==> config.mk <==
export PLATFORM = sky130hd
export DESIGN_NAME = transport_pseudo_header_checksum
export DESIGN_NICKNAME = d
export VERILOG_FILES = /design/src/rtl/core/tphc_pkg.sv /design/src/rtl/core/transport_pseudo_header_checksum.sv /design/src/rtl/core/tphc_accum.sv /design/src/rtl/core/tphc_finish.sv
export SDC_FILE = /design/constraint.sdc
export NUM_CORES = 1
export LEC_CHECK = 0
export ABC_CLOCK_PERIOD_IN_PS = 8800
export BUFFER_PORTS_ARGS = -buffer_cell sky130_fd_sc_hd__buf_2
export CAP_MARGIN = 10
export CORE_ASPECT_RATIO = 0.75
export CORE_MARGIN = 2
export CORE_UTILIZATION = 37
export DETAILED_ROUTE_END_ITERATION = 8
export PLACE_DENSITY = 0.64
export SLEW_MARGIN = 25
export SYNTH_ARGS = -nofsm -noshare
export SYNTH_HDL_FRONTEND = slang
export SYNTH_SLANG_ARGS = --single-unit
==> constraint.sdc <==
create_clock -name clk_i -period 8.8 [get_ports clk_i]
set_input_delay 1.76 -clock clk_i [delete_from_list [all_inputs] [get_ports clk_i]]
set_output_delay 1.76 -clock clk_i [all_outputs]
set_load 0.1 [all_outputs]
==> src/rtl/core/tphc_pkg.sv <==
// ----------------------------------------------------------------------------
// tphc_pkg
// Shared types, register indexes and ones' complement helpers for the
// transport pseudo header checksum block.
// ----------------------------------------------------------------------------
`default_nettype none

package tphc_pkg;

  // configuration register indexes
  localparam int unsigned CfgIdxWidth = 2;
  localparam int unsigned CfgDataWidth = 32;
  localparam logic [CfgIdxWidth-1:0] CfgSrcAddr  = 2'd0;
  localparam logic [CfgIdxWidth-1:0] CfgDstAddr  = 2'd1;
  localparam logic [CfgIdxWidth-1:0] CfgProtocol = 2'd2;

  // register reset values
  localparam logic [31:0] SrcAddrReset  = 32'h0000_0000;
  localparam logic [31:0] DstAddrReset  = 32'h0000_0000;
  localparam logic [7:0]  ProtocolReset = 8'd17;

  localparam logic [15:0] WordMask = 16'hffff;

  // segment sum and length handed from the byte accumulator to the finish stage
  typedef struct packed {
    logic        valid;
    logic [15:0] sum;
    logic [15:0] len;
  } tphc_fin_t;

  // two-operand ones' complement add with end-around carry
  function automatic logic [15:0] ones_add(input logic [15:0] a, input logic [15:0] b);
    logic [16:0] s;
    s = {1'b0, a} + {1'b0, b};
    return s[15:0] + {15'd0, s[16]};
  endfunction

  // fold a multi-operand sum (up to eight words) back to 16 bits
  function automatic logic [15:0] fold19(input logic [18:0] s);
    logic [16:0] t;
    t = {1'b0, s[15:0]} + {14'd0, s[18:16]};
    return t[15:0] + {15'd0, t[16]};
  endfunction

endpackage

`default_nettype wire

==> src/rtl/core/transport_pseudo_header_checksum.sv <==
// ----------------------------------------------------------------------------
// transport_pseudo_header_checksum
// TCP/UDP checksum over an IPv4 pseudo header and a byte-streamed segment.
// ----------------------------------------------------------------------------
//
//  channel  | signals                                    | beat
//  ---------+--------------------------------------------+--------------------
//  in       | in_valid_i, in_stall_o, data_byte_i,       | one segment byte
//           | last_byte_i                                |
//  out      | out_valid_o, out_stall_i,                  | checksum and length
//           | checksum_value_o, segment_length_o         | per segment
//  cfg      | cfg_we_i, cfg_idx_i, cfg_wdata_i           | one register write
//
//  one byte is taken per cycle while in_stall_o is low; the byte pair adder
//  closes a word on every second byte
//  a result passes the handoff register, then the pseudo add into the result register
//  one finished segment may wait in the handoff register behind a stalled
//  result, so input stalls only when both are full and out is stalled
//  reset clears the segment state and loads the register defaults
//
`default_nettype none

module transport_pseudo_header_checksum (
  input  wire logic                                   clk_i,
  input  wire logic                                   rst_ni,
  input  wire logic                                   cfg_we_i,
  input  wire logic [tphc_pkg::CfgIdxWidth-1:0]       cfg_idx_i,
  input  wire logic [tphc_pkg::CfgDataWidth-1:0]      cfg_wdata_i,
  input  wire logic                                   in_valid_i,
  output logic                                        in_stall_o,
  input  wire logic [7:0]                             data_byte_i,
  input  wire logic                                   last_byte_i,
  output logic                                        out_valid_o,
  input  wire logic                                   out_stall_i,
  output logic [15:0]                                 checksum_value_o,
  output logic [15:0]                                 segment_length_o
);
  import tphc_pkg::*;

  tphc_fin_t fin;
  logic      fin_advance;

  // byte pairing and running sum
  tphc_accum u_accum (
    .clk_i         (clk_i),
    .rst_ni        (rst_ni),
    .in_valid_i    (in_valid_i),
    .in_stall_o    (in_stall_o),
    .data_byte_i   (data_byte_i),
    .last_byte_i   (last_byte_i),
    .fin_advance_i (fin_advance),
    .fin_o         (fin)
  );

  // pseudo header add and result register
  tphc_finish u_finish (
    .clk_i            (clk_i),
    .rst_ni           (rst_ni),
    .cfg_we_i         (cfg_we_i),
    .cfg_idx_i        (cfg_idx_i),
    .cfg_wdata_i      (cfg_wdata_i),
    .fin_i            (fin),
    .fin_advance_o    (fin_advance),
    .out_valid_o      (out_valid_o),
    .out_stall_i      (out_stall_i),
    .checksum_value_o (checksum_value_o),
    .segment_length_o (segment_length_o)
  );

endmodule

`default_nettype wire

==> src/rtl/core/tphc_accum.sv <==
// ----------------------------------------------------------------------------
// tphc_accum
// Pairs segment bytes into big-endian words, keeps the running ones'
// complement sum and byte count, and hands the padded sum to the finish stage.
// ----------------------------------------------------------------------------
`default_nettype none

module tphc_accum (
  input  wire logic             clk_i,
  input  wire logic             rst_ni,
  input  wire logic             in_valid_i,
  output logic                  in_stall_o,
  input  wire logic [7:0]       data_byte_i,
  input  wire logic             last_byte_i,
  input  wire logic             fin_advance_i,
  output tphc_pkg::tphc_fin_t   fin_o
);
  import tphc_pkg::*;

  logic [15:0] sum_q, sum_d;
  logic [7:0]  held_q, held_d;
  logic        odd_q, odd_d;
  logic [15:0] count_q, count_d;
  logic        fin_valid_q, fin_valid_d;
  logic [15:0] fin_sum_q, fin_len_q;

  logic        accept;
  logic [15:0] word;
  logic [15:0] sum_new;
  logic [15:0] count_new;

  // a finished sum occupies the handoff register until the finish stage takes it
  assign in_stall_o = fin_valid_q && !fin_advance_i;
  assign accept     = in_valid_i && !in_stall_o;

  // completed word from the held byte and this byte, or this byte padded with a zero low byte
  assign word      = odd_q ? {held_q, data_byte_i} : {data_byte_i, 8'h00};
  assign sum_new   = ones_add(sum_q, word);
  assign count_new = count_q + 16'd1;

  // next state for pairing, sum and count
  always_comb begin
    sum_d   = sum_q;
    held_d  = held_q;
    odd_d   = odd_q;
    count_d = count_q;
    if (accept) begin
      if (last_byte_i) begin
        sum_d   = '0;
        held_d  = '0;
        odd_d   = 1'b0;
        count_d = '0;
      end else if (odd_q) begin
        sum_d   = sum_new;
        held_d  = '0;
        odd_d   = 1'b0;
        count_d = count_new;
      end else begin
        held_d  = data_byte_i;
        odd_d   = 1'b1;
        count_d = count_new;
      end
    end
  end

  assign fin_valid_d = (accept && last_byte_i) || (fin_valid_q && !fin_advance_i);

  // accumulator state
  always_ff @(posedge clk_i or negedge rst_ni) begin
    if (!rst_ni) begin
      sum_q       <= '0;
      held_q      <= '0;
      odd_q       <= 1'b0;
      count_q     <= '0;
      fin_valid_q <= 1'b0;
    end else begin
      sum_q       <= sum_d;
      held_q      <= held_d;
      odd_q       <= odd_d;
      count_q     <= count_d;
      fin_valid_q <= fin_valid_d;
    end
  end

  // handoff payload, loaded on the last beat of a segment
  always_ff @(posedge clk_i) begin
    if (accept && last_byte_i) begin
      fin_sum_q <= sum_new;
      fin_len_q <= count_new;
    end
  end

  assign fin_o = '{valid: fin_valid_q, sum: fin_sum_q, len: fin_len_q};

  // held byte is clear whenever no word is half built
  a_held_clear: assert property (@(posedge clk_i) disable iff (!rst_ni)
    !odd_q |-> held_q == 8'h00)
    else $error("held byte not cleared outside odd phase");

  // last beat leaves the segment state empty and a sum in the handoff register
  a_last_clears: assert property (@(posedge clk_i) disable iff (!rst_ni)
    accept && last_byte_i |=> fin_valid_q && count_q == 16'd0 && sum_q == 16'd0 && !odd_q)
    else $error("segment state not cleared after last beat");

  // a non-last beat advances the count by one
  a_count_step: assert property (@(posedge clk_i) disable iff (!rst_ni)
    accept && !last_byte_i |=> count_q == $past(count_q) + 16'd1)
    else $error("byte count did not advance");

endmodule

`default_nettype wire

==> src/rtl/core/tphc_finish.sv <==
// ----------------------------------------------------------------------------
// tphc_finish
// Holds the configuration registers and their pseudo header sum, adds the
// pseudo header and length to a finished segment sum and drives the result.
// ----------------------------------------------------------------------------
`default_nettype none

module tphc_finish (
  input  wire logic                                   clk_i,
  input  wire logic                                   rst_ni,
  input  wire logic                                   cfg_we_i,
  input  wire logic [tphc_pkg::CfgIdxWidth-1:0]       cfg_idx_i,
  input  wire logic [tphc_pkg::CfgDataWidth-1:0]      cfg_wdata_i,
  input  wire tphc_pkg::tphc_fin_t                    fin_i,
  output logic                                        fin_advance_o,
  output logic                                        out_valid_o,
  input  wire logic                                   out_stall_i,
  output logic [15:0]                                 checksum_value_o,
  output logic [15:0]                                 segment_length_o
);
  import tphc_pkg::*;

  logic [31:0] src_q;
  logic [31:0] dst_q;
  logic [7:0]  proto_q;
  logic [15:0] pseudo_q, pseudo_d;
  logic        out_valid_q, out_valid_d;
  logic [15:0] csum_q, len_q;
  logic [15:0] total;

  // configuration registers, out-of-range index ignored
  always_ff @(posedge clk_i or negedge rst_ni) begin
    if (!rst_ni) begin
      src_q   <= SrcAddrReset;
      dst_q   <= DstAddrReset;
      proto_q <= ProtocolReset;
    end else if (cfg_we_i) begin
      case (cfg_idx_i)
        CfgSrcAddr:  src_q   <= cfg_wdata_i;
        CfgDstAddr:  dst_q   <= cfg_wdata_i;
        CfgProtocol: proto_q <= cfg_wdata_i[7:0];
        default: ;
      endcase
    end
  end

  // pseudo header words folded once per cycle from the registers
  assign pseudo_d = fold19({3'd0, src_q[31:16]} + {3'd0, src_q[15:0]} +
                           {3'd0, dst_q[31:16]} + {3'd0, dst_q[15:0]} +
                           {11'd0, proto_q});

  // segment sum plus pseudo header plus length
  assign total = fold19({3'd0, fin_i.sum} + {3'd0, pseudo_q} + {3'd0, fin_i.len});

  // result register drains or refills
  assign fin_advance_o = !out_valid_q || !out_stall_i;
  assign out_valid_d   = fin_i.valid || (out_valid_q && out_stall_i);

  always_ff @(posedge clk_i or negedge rst_ni) begin
    if (!rst_ni) begin
      pseudo_q    <= '0;
      out_valid_q <= 1'b0;
    end else begin
      pseudo_q    <= pseudo_d;
      if (fin_advance_o) begin
        out_valid_q <= out_valid_d;
      end
    end
  end

  // result payload
  always_ff @(posedge clk_i) begin
    if (fin_advance_o && fin_i.valid) begin
      csum_q <= ~total & WordMask;
      len_q  <= fin_i.len;
    end
  end

  assign out_valid_o      = out_valid_q;
  assign checksum_value_o = csum_q;
  assign segment_length_o = len_q;

  // a finished sum is never dropped: it moves to the result or stays pending
  a_fin_moves: assert property (@(posedge clk_i) disable iff (!rst_ni)
    fin_i.valid && fin_advance_o |=> out_valid_q && len_q == $past(fin_i.len))
    else $error("finished sum lost on handoff");

  // a pending result blocks the handoff only while it is stalled
  a_adv_rule: assert property (@(posedge clk_i) disable iff (!rst_ni)
    !fin_advance_o |-> out_valid_q && out_stall_i)
    else $error("handoff blocked without a stalled result");

  // protocol write reaches its register
  a_cfg_proto: assert property (@(posedge clk_i) disable iff (!rst_ni)
    cfg_we_i && cfg_idx_i == CfgProtocol |=> proto_q == $past(cfg_wdata_i[7:0]))
    else $error("protocol write not taken");

endmodule

`default_nettype wire

# Word level (Yosys, flattened, before mapping)

Cells that the tools add are included.

Div/mod/pow operators: 0
Magnitude comparators: 0
Bitwise logic cells: 1
Reductions and logical operators: 18
Shift-type cells: 0
Mux-type cells: 8
$mul: 0
Add/sub/neg operators: 13
Equal/unequal tests: 2

Operators with widths:

| cell                                                | number |
|---|---|
| two-way mux 16 bit                                  | 4 |
| adder 19 x 16 -> 19 bit                             | 3 |
| adder 16 x 16 -> 17 bit                             | 3 |
| adder 16 x 1 -> 16 bit                              | 3 |
| adder 16 x 3 -> 17 bit                              | 2 |
| adder 19 x 8 -> 19 bit                              | 1 |
| adder 16 x 1 -> 16 bit, second input constant       | 1 |
| two-way mux 8 bit                                   | 2 |
| inverter 16 bit                                     | 1 |
| AND reduction 2 bit                                 | 4 |
| logical AND 1 bit                                   | 5 |
| logical NOT 1 bit                                   | 4 |
| logical OR 1 bit                                    | 3 |
| equality test 2 x 1 -> 1 bit, second input constant | 1 |
| equality test 2 bit, second input constant          | 1 |
| logical NOT 2 bit                                   | 1 |
| two-way mux 1 bit                                   | 2 |
| nonzero test 2 bit                                  | 1 |

Logic and storage cells: 56
Memories: 0
Latch bits: 0
Memory bits (writable): 0
ROM bits: 0
Register bits after elaboration: 195

# Depth between registers and ports, before layout

Gate-level depths: netlist (run 1).

Depth after elaboration: 8
Depth in mapped cells: 42
Gate-level depth less buffers: 42

# By module

From an unflattened synthesis (run 1), not the netlist that was laid out.

Cell total of the unflattened synthesis: 1163
Area total of the unflattened synthesis: 12704.7 um2

By module, submodules not included:

| module      | sequential area each (um2) | cells each | area an instance (um2) | instances |
|---|---|---|---|---|
| tphc_finish | 3190.6                     | 753        | 8451.9                 | 1 |
| tphc_accum  | 2011.9                     | 410        | 4252.8                 | 1 |

# Worst setup path after synthesis (run 1)

Ideal clock, no wire load.

Path kind: flip-flop to flip-flop
From: reg u_finish.src_q[0]
To: reg u_finish.pseudo_q[14]
Arrival time: 7.883 ns
Cell stages (with the launch flop): 41
Slack: 0.837 ns
Clock period less this slack: 7.963 ns
Data required time: 8.720 ns
Cells stage by stage: dfrtp_1 -> ha_1 -> inv_1 -> fa_1 -> nor2b_1 -> o21ai_0 -> a21boi_0 -> o21ai_0 -> a21boi_0 -> nor2_1 -> fa_1 -> inv_1 -> fa_1 -> inv_1 -> ha_1 -> o21a_1 -> nor2_1 -> a21oi_1 -> [... 5 more ...] -> a21boi_0 -> nor2_1 -> ha_1 -> fa_1 -> a21oi_1 -> nor2_1 -> nand4_2 -> nor3_4 -> nor4b_1 -> and3_1 -> ha_1 -> ha_1 -> nand3_1 -> nor3b_1 -> nand3_1 -> or4_1 -> a21oi_1 -> xnor2_1

Longest elaborated chain between the ends: 6

RTL lines:

| item                            | line              | text |
|---|---|---|
| start, declared                 | tphc_finish.sv:23 | `logic [31:0] src_q;` |
| start signal, assigned          | tphc_finish.sv:34 | `src_q <= SrcAddrReset;` |
| start signal, assigned          | tphc_finish.sv:39 | `CfgSrcAddr: src_q <= cfg_wdata_i;` |
| adder 16 x 16 -> 17 bit         | tphc_finish.sv:48 | `assign pseudo_d = fold19({3'd0, src_q[31:16]} + {3'd0, src_q[15:0]} +` |
| adder 19 x 16 -> 19 bit         | tphc_finish.sv:48 |  |
| adder 19 x 16 -> 19 bit         | tphc_finish.sv:49 | `{3'd0, dst_q[31:16]} + {3'd0, dst_q[15:0]} +` |
| adder 19 x 8 -> 19 bit          | tphc_finish.sv:49 |  |
| adder 16 x 3 -> 17 bit          | tphc_pkg.sv:41    | `t = {1'b0, s[15:0]} + {14'd0, s[18:16]};` |
| adder 16 x 1 -> 16 bit          | tphc_pkg.sv:42    | `return t[15:0] + {15'd0, t[16]};` |
| named net u_finish.pseudo_d[14] | tphc_finish.sv:26 | `logic [15:0] pseudo_q, pseudo_d;` |
| end signal, assigned            | tphc_finish.sv:64 | `pseudo_q <= pseudo_d;` |
| end, declared                   | tphc_finish.sv:26 |  |

The timed path passes the listed nets, and every way through them passes these cells.
A chain may end at the register's enable or synchronous reset.

# Worst setup path after layout (run 1)

From: reg u_finish.src_q[0]
To: reg u_finish.pseudo_q[13]

The elaborated chain is that of the path after synthesis.

==> flow_summary.ini, run 1 <==
[clocking]
clk_latency_ns = 0.45
htree_levels = 4
root_buffer = clkbuf_16
clk_pin_slew_ns = 0.08
numCtsBuffers = 17
cts_tree = yes
cts_buffer_depth = 2
clkSinkCount = 195
hold_buffers = 0

[critical_path]
critical_path_class = reg2reg
max_stage_delay_ns = 0.45
crit_path_end_kind = register
crit_fanout = 7
crit_arrival_ns = 8.62
worst-r2r-cell-count = 40
start_kind = register
critPathRequiredTime_ns = 9.15
crit_slowest_cell = fa_1

[global_routing]
track_usage_pct = 15.6
first_global_vias = 9178
overflow = 0
grt_pass1_wl_microns = 47100
grt_max_degree = 78
antenna_found_initial = 0

[run_status]
outcome = finished, final reports clean

[job]
maxCapViolations = 0

[die]
start_util_pct = 37.8
die_w_microns = 222
pin_count = 82
die_h_microns = 168
rows = 59
coreArea_sq_um = 35000
die-area_sq_um = 37300

[sta]
min_period_ns = 8.28
setup_viol = 0
finalHoldViolations = 0
finalCritPeriodShare_pct = 94.1
clock.fmax_mhz = 121
tightest_slew_ns = 0.760
finClkSkew_ns = 0.0226
drv_slew = 0
whs_ns = 0.482
max-slew-margin-rel_pct = 48.9
fin_setup_tns_ns = 0

[logic_synthesis]
yosysWarningCount = 0
netlist_area_sq_um = 13200
ys_ff_latch = 195
synth_edf_count = 64
async_reset_ff_share_pct = 67.2
syn_nets = 1449
syn_inst = 1269
avgSynthCellArea_sq_um = 10.4
synth_flop_cell = dfrtp_1
yosysUniqueCellTypes = 86
seq_area_frac_synth_pct = 39.3

[cells_and_area]
diodes = 0
layout-drive-gt1-share_pct = 18.8
nets = 1528
area.growth.synth_to_final_pct = 12.5
n_fill_cell = 3323

[routing]
vias_per_cell = 5.22
vias = 9497
dr.pass1.iters = 4
avgRoutedWirePerCell_microns = 15.7
postRouteAntennaNets = 0
drt_iter0_drc = 517
drcViolationCount = 0
drt_wl_total_microns = 28600

[placed_design]
dp_hpwl_microns = 22100
portBuffers = 81
gp_congestion = 0.868

[worst_hold_path]
min_path_cells = 2
min_path_type = reg2reg
[synthesized netlist by cell type (all sizes together) (25+ instances only)]
cell    number  area [sq um]
dfrtp      129          3230
ha         102          1280
nor2        90           338
inv         88           330
mux2        79           890
xnor2       76           673
o21ai       72           360
nand2       69           259
edfxtp      64          1920
a21oi       52           279
xor2        38           333
nand3       33           165
fa          30           601
nor3        30           166
clkbuf      28           105
and3        26           163
a21o        25           188
[cell families after synthesis]
logic type,Yosys count,share of synthesized area [%]
buf+inv,120,3.47
flops,195,39.3
mux,82,6.95
compound gates,287,15.1
xor+xnor,115,7.77
simple gates,337,13.2
fa+ha+maj,133,14.2
[what timing repair did]
| item | 4_1_cts | 5_1_grt |
|---|---|---|
| gates cloned | 0 | 0 |
| endpoints found under the setup margin | 2 | 8 |
| gates resized for setup | 1 | 17 |
| setup buffers | 0 | 3 |
| pin swaps | 0 | 5 |
[cell usage in the layout, fill, tap and decap left out, types with 22 or more instances in the layout]
cell      count
nor3_1       27
inv_1        88
xnor2_1      74
and3_1       26
mux2_2       79
edfxtp_1     64
a21oi_1      44
nand3_1      33
nand2_1      69
nor2_1       86
o21ai_0      65
ha_1        102
fa_1         29
a21o_1       25
dfrtp_1     129
xor2_1       38
o21a_1       22
buf_2        80
[metal layers]
layer | routed length, microns | up-vias | track usage [%]
met2 | 12700 | 160 | 23.9
met1 | 14600 | 4581 | 23.0
li1 | - | 4741 | -
met5 | 0 | - | 0
met3 | 1070 | 15 | 2.69
met4 | 224 | 0 | 3.27
[state kept, by name, indices dropped and copies added (netlist names), 16 cells and up]
register and flops:
u_accum.count_q 16, u_finish.src_q 32, u_accum.fin_sum_q 16, u_finish.dst_q 32
u_accum.fin_len_q 16, u_finish.pseudo_q 16, u_finish.checksum_value_o 16, u_finish.segment_length_o 16
u_accum.sum_q 16
[path summary, 6_finish.rpt]
kind	startpoint	to	slack, ns
max in group asynchronous	rst_ni	u_finish.dst_q[21]$_DFFE_PN0P_	6.27
min reg2reg	u_accum.held_q[1]$_DFFE_PN0P_	u_accum.held_q[1]$_DFFE_PN0P_	0.48
min in group asynchronous	rst_ni	u_accum.held_q[5]$_DFFE_PN0P_	1.33
max reg2reg	u_finish.src_q[0]$_DFFE_PN0P_	u_finish.pseudo_q[13]$_DFF_PN0_	0.52
min	u_accum.held_q[1]$_DFFE_PN0P_	u_accum.held_q[1]$_DFFE_PN0P_	0.48
max	u_finish.src_q[0]$_DFFE_PN0P_	u_finish.pseudo_q[13]$_DFF_PN0_	0.52
[cell type report]
class	instances	area [sq um]	area share [%]
Multi-Input combinational cell	954	7660	51.4
Inverter	88	330	2.22
Clock inverter	14	175	1.18
Tap cell	457	572	3.84
Sequential cell	195	5200	34.9
Clock buffer	18	439	2.95
Timing Repair Buffer	92	514	3.45
[worst max-delay path: cells and delay by family (launching register included)]
| family | cells | cell delay, ns |
|---|---|---|
| DFF | 1 | 0.38 |
| buffers and inverters | 2 | 0.22 |
| xor gates and xnor gates | 3 | 0.50 |
| and+or+nand+nor | 14 | 2.50 |
| adders and majority gates | 7 | 1.97 |
| AOI/OAI and AO/OA | 14 | 2.65 |
[through the flow]
| step | instance area [sq um] | utilization [%] | cells | setup WS, ns |
|---|---|---|---|---|
| after detailed placement | 14200 | 40.5 | 1782 | 0.0113 |
| after global routing | 14900 | 42.6 | 1818 | -0.0452 |
| after CTS | 14800 | 42.3 | 1814 | 0.0805 |
| after global placement | 14200 | 40.5 | 1782 | 0.347 |
| after floorplan | 13200 | - | 1269 | 0.837 |
| final | 14900 | 42.6 | 1818 | 0.523 |
Power of run 1 is left out: the tool's default activity adds up to more than one toggle a clock period on the data nets, which glitch-free logic cannot reach.
==> inputs of run 2 (changes only) <==
- CORE_MARGIN: 2 -> not set
==> flow_summary.ini, run 2 (synthesis gave the netlist of run 1 again) <==
[run_status]
outcome = finished, violations left
violations = DRC

[die]
start_util_pct = 37.8
pin_count = 82
coreArea_sq_um = 35000
die-area_sq_um = 36600
die_w_microns = 220
rows = 59
die_h_microns = 166

[sta]
clock.fmax_mhz = 122
max-slew-margin-rel_pct = 32.5
finClkSkew_ns = 0.0167
finalHoldViolations = 0
setup_viol = 0
fin_setup_tns_ns = 0
tightest_slew_ns = 1.01
drv_slew = 0
min_period_ns = 8.20
layout_setup_ws_ns = 0.597
finalCritPeriodShare_pct = 93.2

[clocking]
root_buffer = clkbuf_16
cts_tree = yes
clk_latency_ns = 0.44
htree_levels = 4
clk_pin_slew_ns = 0.08
cts_buffer_depth = 2
hold_buffers = 0
numCtsBuffers = 17
clkSinkCount = 195

[routing]
vias = 9546
dr.pass1.iters = 7
avgRoutedWirePerCell_microns = 15.7
drt_iter0_drc = 547
drt_wl_total_microns = 28500
drcViolationCount = 10
vias_per_cell = 5.24
postRouteAntennaNets = 0

[critical_path]
critical_path_class = reg2reg
reg2reg_to = u_finish.pseudo_q[13]$_DFF_PN0_
crit_path_end_kind = register
startpoint = u_finish.src_q[1]$_DFFE_PN0P_
start_kind = register
crit_arrival_ns = 8.55
crit_fanout = 6
r2r_start = u_finish.src_q[1]$_DFFE_PN0P_
worst-r2r-cell-count = 39
max_stage_delay_ns = 0.44
crit_end = u_finish.pseudo_q[13]$_DFF_PN0_
rrSetupSlack_ns = 0.60
crit_slowest_cell = fa_1
critPathRequiredTime_ns = 9.14

[placed_design]
place_inst = 1782
portBuffers = 81
place_ws_ns = 0.00279
gp_congestion = 0.871
dp_hpwl_microns = 21900

[global_routing]
grt_pass1_wl_microns = 48000
grt_max_degree = 71
first_global_vias = 9235
track_usage_pct = 16.3
antenna_found_initial = 2
overflow = 0

[cells_and_area]
final_cell_mix = dfrtp_1 (129), ha_1 (102), inv_1 (88), nor2_1 (87), buf_2 (80)
fin_util_pct = 42.6
area.growth.synth_to_final_pct = 12.7
top_regs = u_finish.dst_q (32), u_finish.src_q (32)
layout-drive-gt1-share_pct = 18.6
stdcell_count = 1822
final_common_cell = dfrtp_1
nets = 1530

[worst_hold_path]
min_path_type = reg2reg

[job]
maxCapViolations = 0
==> run 2: cell count changes in the layout (fill, tap and decap cells not counted), sizes merged <==
cell,delta
diode,+2
inv,+2
clkinv,-2
bufinv,+2
buf,+2
clkinvlp,-2
==> run 2: worst max-delay path, delay by kind of cell, from the launching register on <==
family / cells / cell delay [ns]
compound gates: 16 / 2.93
xor+xnor: 3 / 0.48
fa+ha+maj: 6 / 1.87
buf+inv: 1 / 0.17
flops: 1 / 0.39
simple gates: 13 / 2.26
==> run 2: routing by layer <==
layer	wire (microns)	GRT usage (%)
met5	13	0
met4	242	3.45
met3	1060	2.69
met2	12500	23.9
met1	14700	24.8
==> run 2: worst min-delay path by stage <==
stage	end	start	cells past startpoint	slack [ns]
2_1_floorplan	u_finish.segment_length_o[0]$_DFFE_PP_	u_accum.fin_len_q[0]$_DFFE_PP_	0	0.43
3_3_place_gp	u_accum.held_q[6]$_DFFE_PN0P_	u_accum.held_q[6]$_DFFE_PN0P_	2	0.46
3_5_place_dp	u_finish.segment_length_o[7]$_DFFE_PP_	u_accum.fin_len_q[7]$_DFFE_PP_	0	0.46
4_1_cts	u_finish.segment_length_o[7]$_DFFE_PP_	u_accum.fin_len_q[7]$_DFFE_PP_	0	0.48
5_1_grt	u_finish.segment_length_o[7]$_DFFE_PP_	u_accum.fin_len_q[7]$_DFFE_PP_	0	0.50
6_report	u_finish.out_valid_o$_DFFE_PN0N_	u_accum.fin_valid_q$_DFF_PN0_	1	0.48
==> run 2: timing repair <==
item                       in CTS  in global routing
buffers inserted                0                  5
resized for setup               2                 14
pin swaps                       0                  7
setup endpoints to repair       2                  9
==> run 2: cell type report <==
class                      instances  area (sq um)
clock buffer                      18           429
sequential                       195          5200
antenna                            2          5.00
inverter                          88           330
multi-input combinational        954          7660
tap                              457           572
clock inverter                    14           186
timing repair buffer              94           533
fill                            3393         20100
==> run 2: stage by stage <==
step                cell area [sq um]  hold WS [ns]
global placement                14200         0.458
finish                          14900         0.478
global route                    14900         0.496
detailed placement              14200         0.459
CTS                             14800         0.477
floorplan                       13200         0.433
Power of run 2 is left out for the same reason.
==> inputs of run 3 (changes only) <==
- CELL_PAD_IN_SITES_DETAIL_PLACEMENT: not set -> 1
- CELL_PAD_IN_SITES_GLOBAL_PLACEMENT: not set -> 2
- PLACE_DENSITY: 0.64 -> not set
- PLACE_DENSITY_LB_ADDON: not set -> 0.1
==> flow_summary.ini, run 3 (synthesis gave the netlist of run 1 again) <==
[sta]
clock.fmax_mhz = 123
finalCritPeriodShare_pct = 92.4
rsz0062_at_grt = no
fin_setup_tns_ns = 0
finClkSkew_ns = 0.0107
setup_viol = 0
max-slew-margin-rel_pct = 38.0
tightest_slew_ns = 0.931
layout_setup_ws_ns = 0.671
whs_ns = 0.462
drv_slew = 0
finalHoldViolations = 0
min_period_ns = 8.13

[critical_path]
crit_slowest_cell = ha_1
crit_path_end_kind = register
max_stage_delay_ns = 0.42
critical-path-top-delay-family = compound AO/OA/AOI/OAI gates
start_kind = register
critPathRequiredTime_ns = 8.98
crit_arrival_ns = 8.31
startpoint = u_accum.fin_sum_q[0]$_DFFE_PP_
crit_top_cell = ha_1
crit_fanout = 7
r2r_start = u_accum.fin_sum_q[0]$_DFFE_PP_
critical_path_class = reg2reg
path_buf_inv = 1

[routing]
drcViolationCount = 4
vias = 9540
dr.pass1.iters = 9
vias_per_cell = 5.24
drt_wl_total_microns = 33800
avgRoutedWirePerCell_microns = 18.6
drt_iter0_drc = 391
postRouteAntennaNets = 0

[clocking]
root_buffer = clkbuf_16
clkSinkCount = 195
numCtsBuffers = 17
clk_pin_slew_ns = 0.08
cts_buffer_depth = 2
clk_latency_ns = 0.45
hold_buffers = 0
htree_levels = 4
cts_tree = yes

[die]
die-area_sq_um = 36600
pin_count = 82
start_util_pct = 37.8
coreArea_sq_um = 35000
rows = 59
die_h_microns = 166
die_w_microns = 220

[global_routing]
track_usage_pct = 19.3
grt_max_degree = 69
grt_pass1_wl_microns = 55100
overflow = 0
antenna_found_initial = 0
first_global_vias = 9875

[cells_and_area]
layout-drive-gt1-share_pct = 18.9
area.growth.synth_to_final_pct = 12.1
n_fill_cell = 3897
top_regs = u_finish.dst_q (32), u_finish.src_q (32)
nets = 1530
diodes = 0
final_cell_mix = dfrtp_1 (129), ha_1 (102), inv_1 (88), nor2_1 (87), buf_2 (80)
final_common_cell = dfrtp_1

[run_status]
outcome = finished, violations left
violations = DRC

[worst_hold_path]
min_path_type = reg2reg
hp-start = u_accum.fin_len_q[8]$_DFFE_PP_

[placed_design]
portBuffers = 81
gp_congestion = 0.811
place_ws_ns = 0.124
dp_hpwl_microns = 26200

[job]
maxCapViolations = 0
[run 3: changes by cell type in the layout (fill, tap and decap cells not counted), sizes merged]
| cell | delta |
|---|---|
| diode | -2 |
| inv | +1 |
| bufinv | -2 |
| clkbuf | -1 |
| clkinv | +1 |
| clkinvlp | +1 |
[run 3: final timing paths]
path                                                           end  slack [ns]  depth (start not counted)
min reg2reg                 u_finish.segment_length_o[8]$_DFFE_PP_        0.46                          0
min                         u_finish.segment_length_o[8]$_DFFE_PP_        0.46                          0
max reg2reg                u_finish.checksum_value_o[12]$_DFFE_PP_        0.67                         34
max                        u_finish.checksum_value_o[12]$_DFFE_PP_        0.67                         34
max in group asynchronous            u_accum.sum_q[15]$_DFFE_PN0P_        6.11                          2
min in group asynchronous           u_accum.count_q[9]$_DFFE_PN0P_        1.29                          1
[run 3: final cells by class]
class,instances,area (sq um),area share (%)
Multi-Input combinational cell,954,7660,51.6
Tap cell,457,572,3.85
Clock inverter,15,140,0.944
Inverter,88,330,2.23
Clock buffer,17,425,2.87
Sequential cell,195,5200,35.1
Timing Repair Buffer,94,509,3.43
[run 3: layer usage]
metal	GRT usage, %	up-vias	wire length, microns
li1	-	4728	-
met1	30.1	4730	18400
met2	28.0	67	14500
met3	2.88	15	621
met4	3.57	0	270
met5	0	-	0
[run 3: worst register-to-register path, delay by kind of cell (launching register included)]
kind / cells / cell delay [ns]
AND/OR/NAND/NOR: 11 / 2.13
adder cells (fa/ha/maj): 8 / 2.30
XOR/XNOR: 3 / 0.58
buffers and inverters: 1 / 0.05
AO/OA/AOI/OAI: 11 / 2.41
flip-flops: 1 / 0.40
[run 3: per-stage QoR]
stage,instance area [sq um],util [%],instances
3_3_place_gp,14200,40.6,1786
4_1_cts,14800,42.2,1818
6_report,14800,42.4,1820
5_1_grt,14800,42.4,1820
3_5_place_dp,14200,40.6,1786
2_1_floorplan,13200,-,1269
[run 3: what timing repair did]
action	in CTS	in global routing
setup buffers	0	2
gates resized for setup	0	19
endpoints found under the setup margin	0	10
Power of run 3 is left out for the same reason.
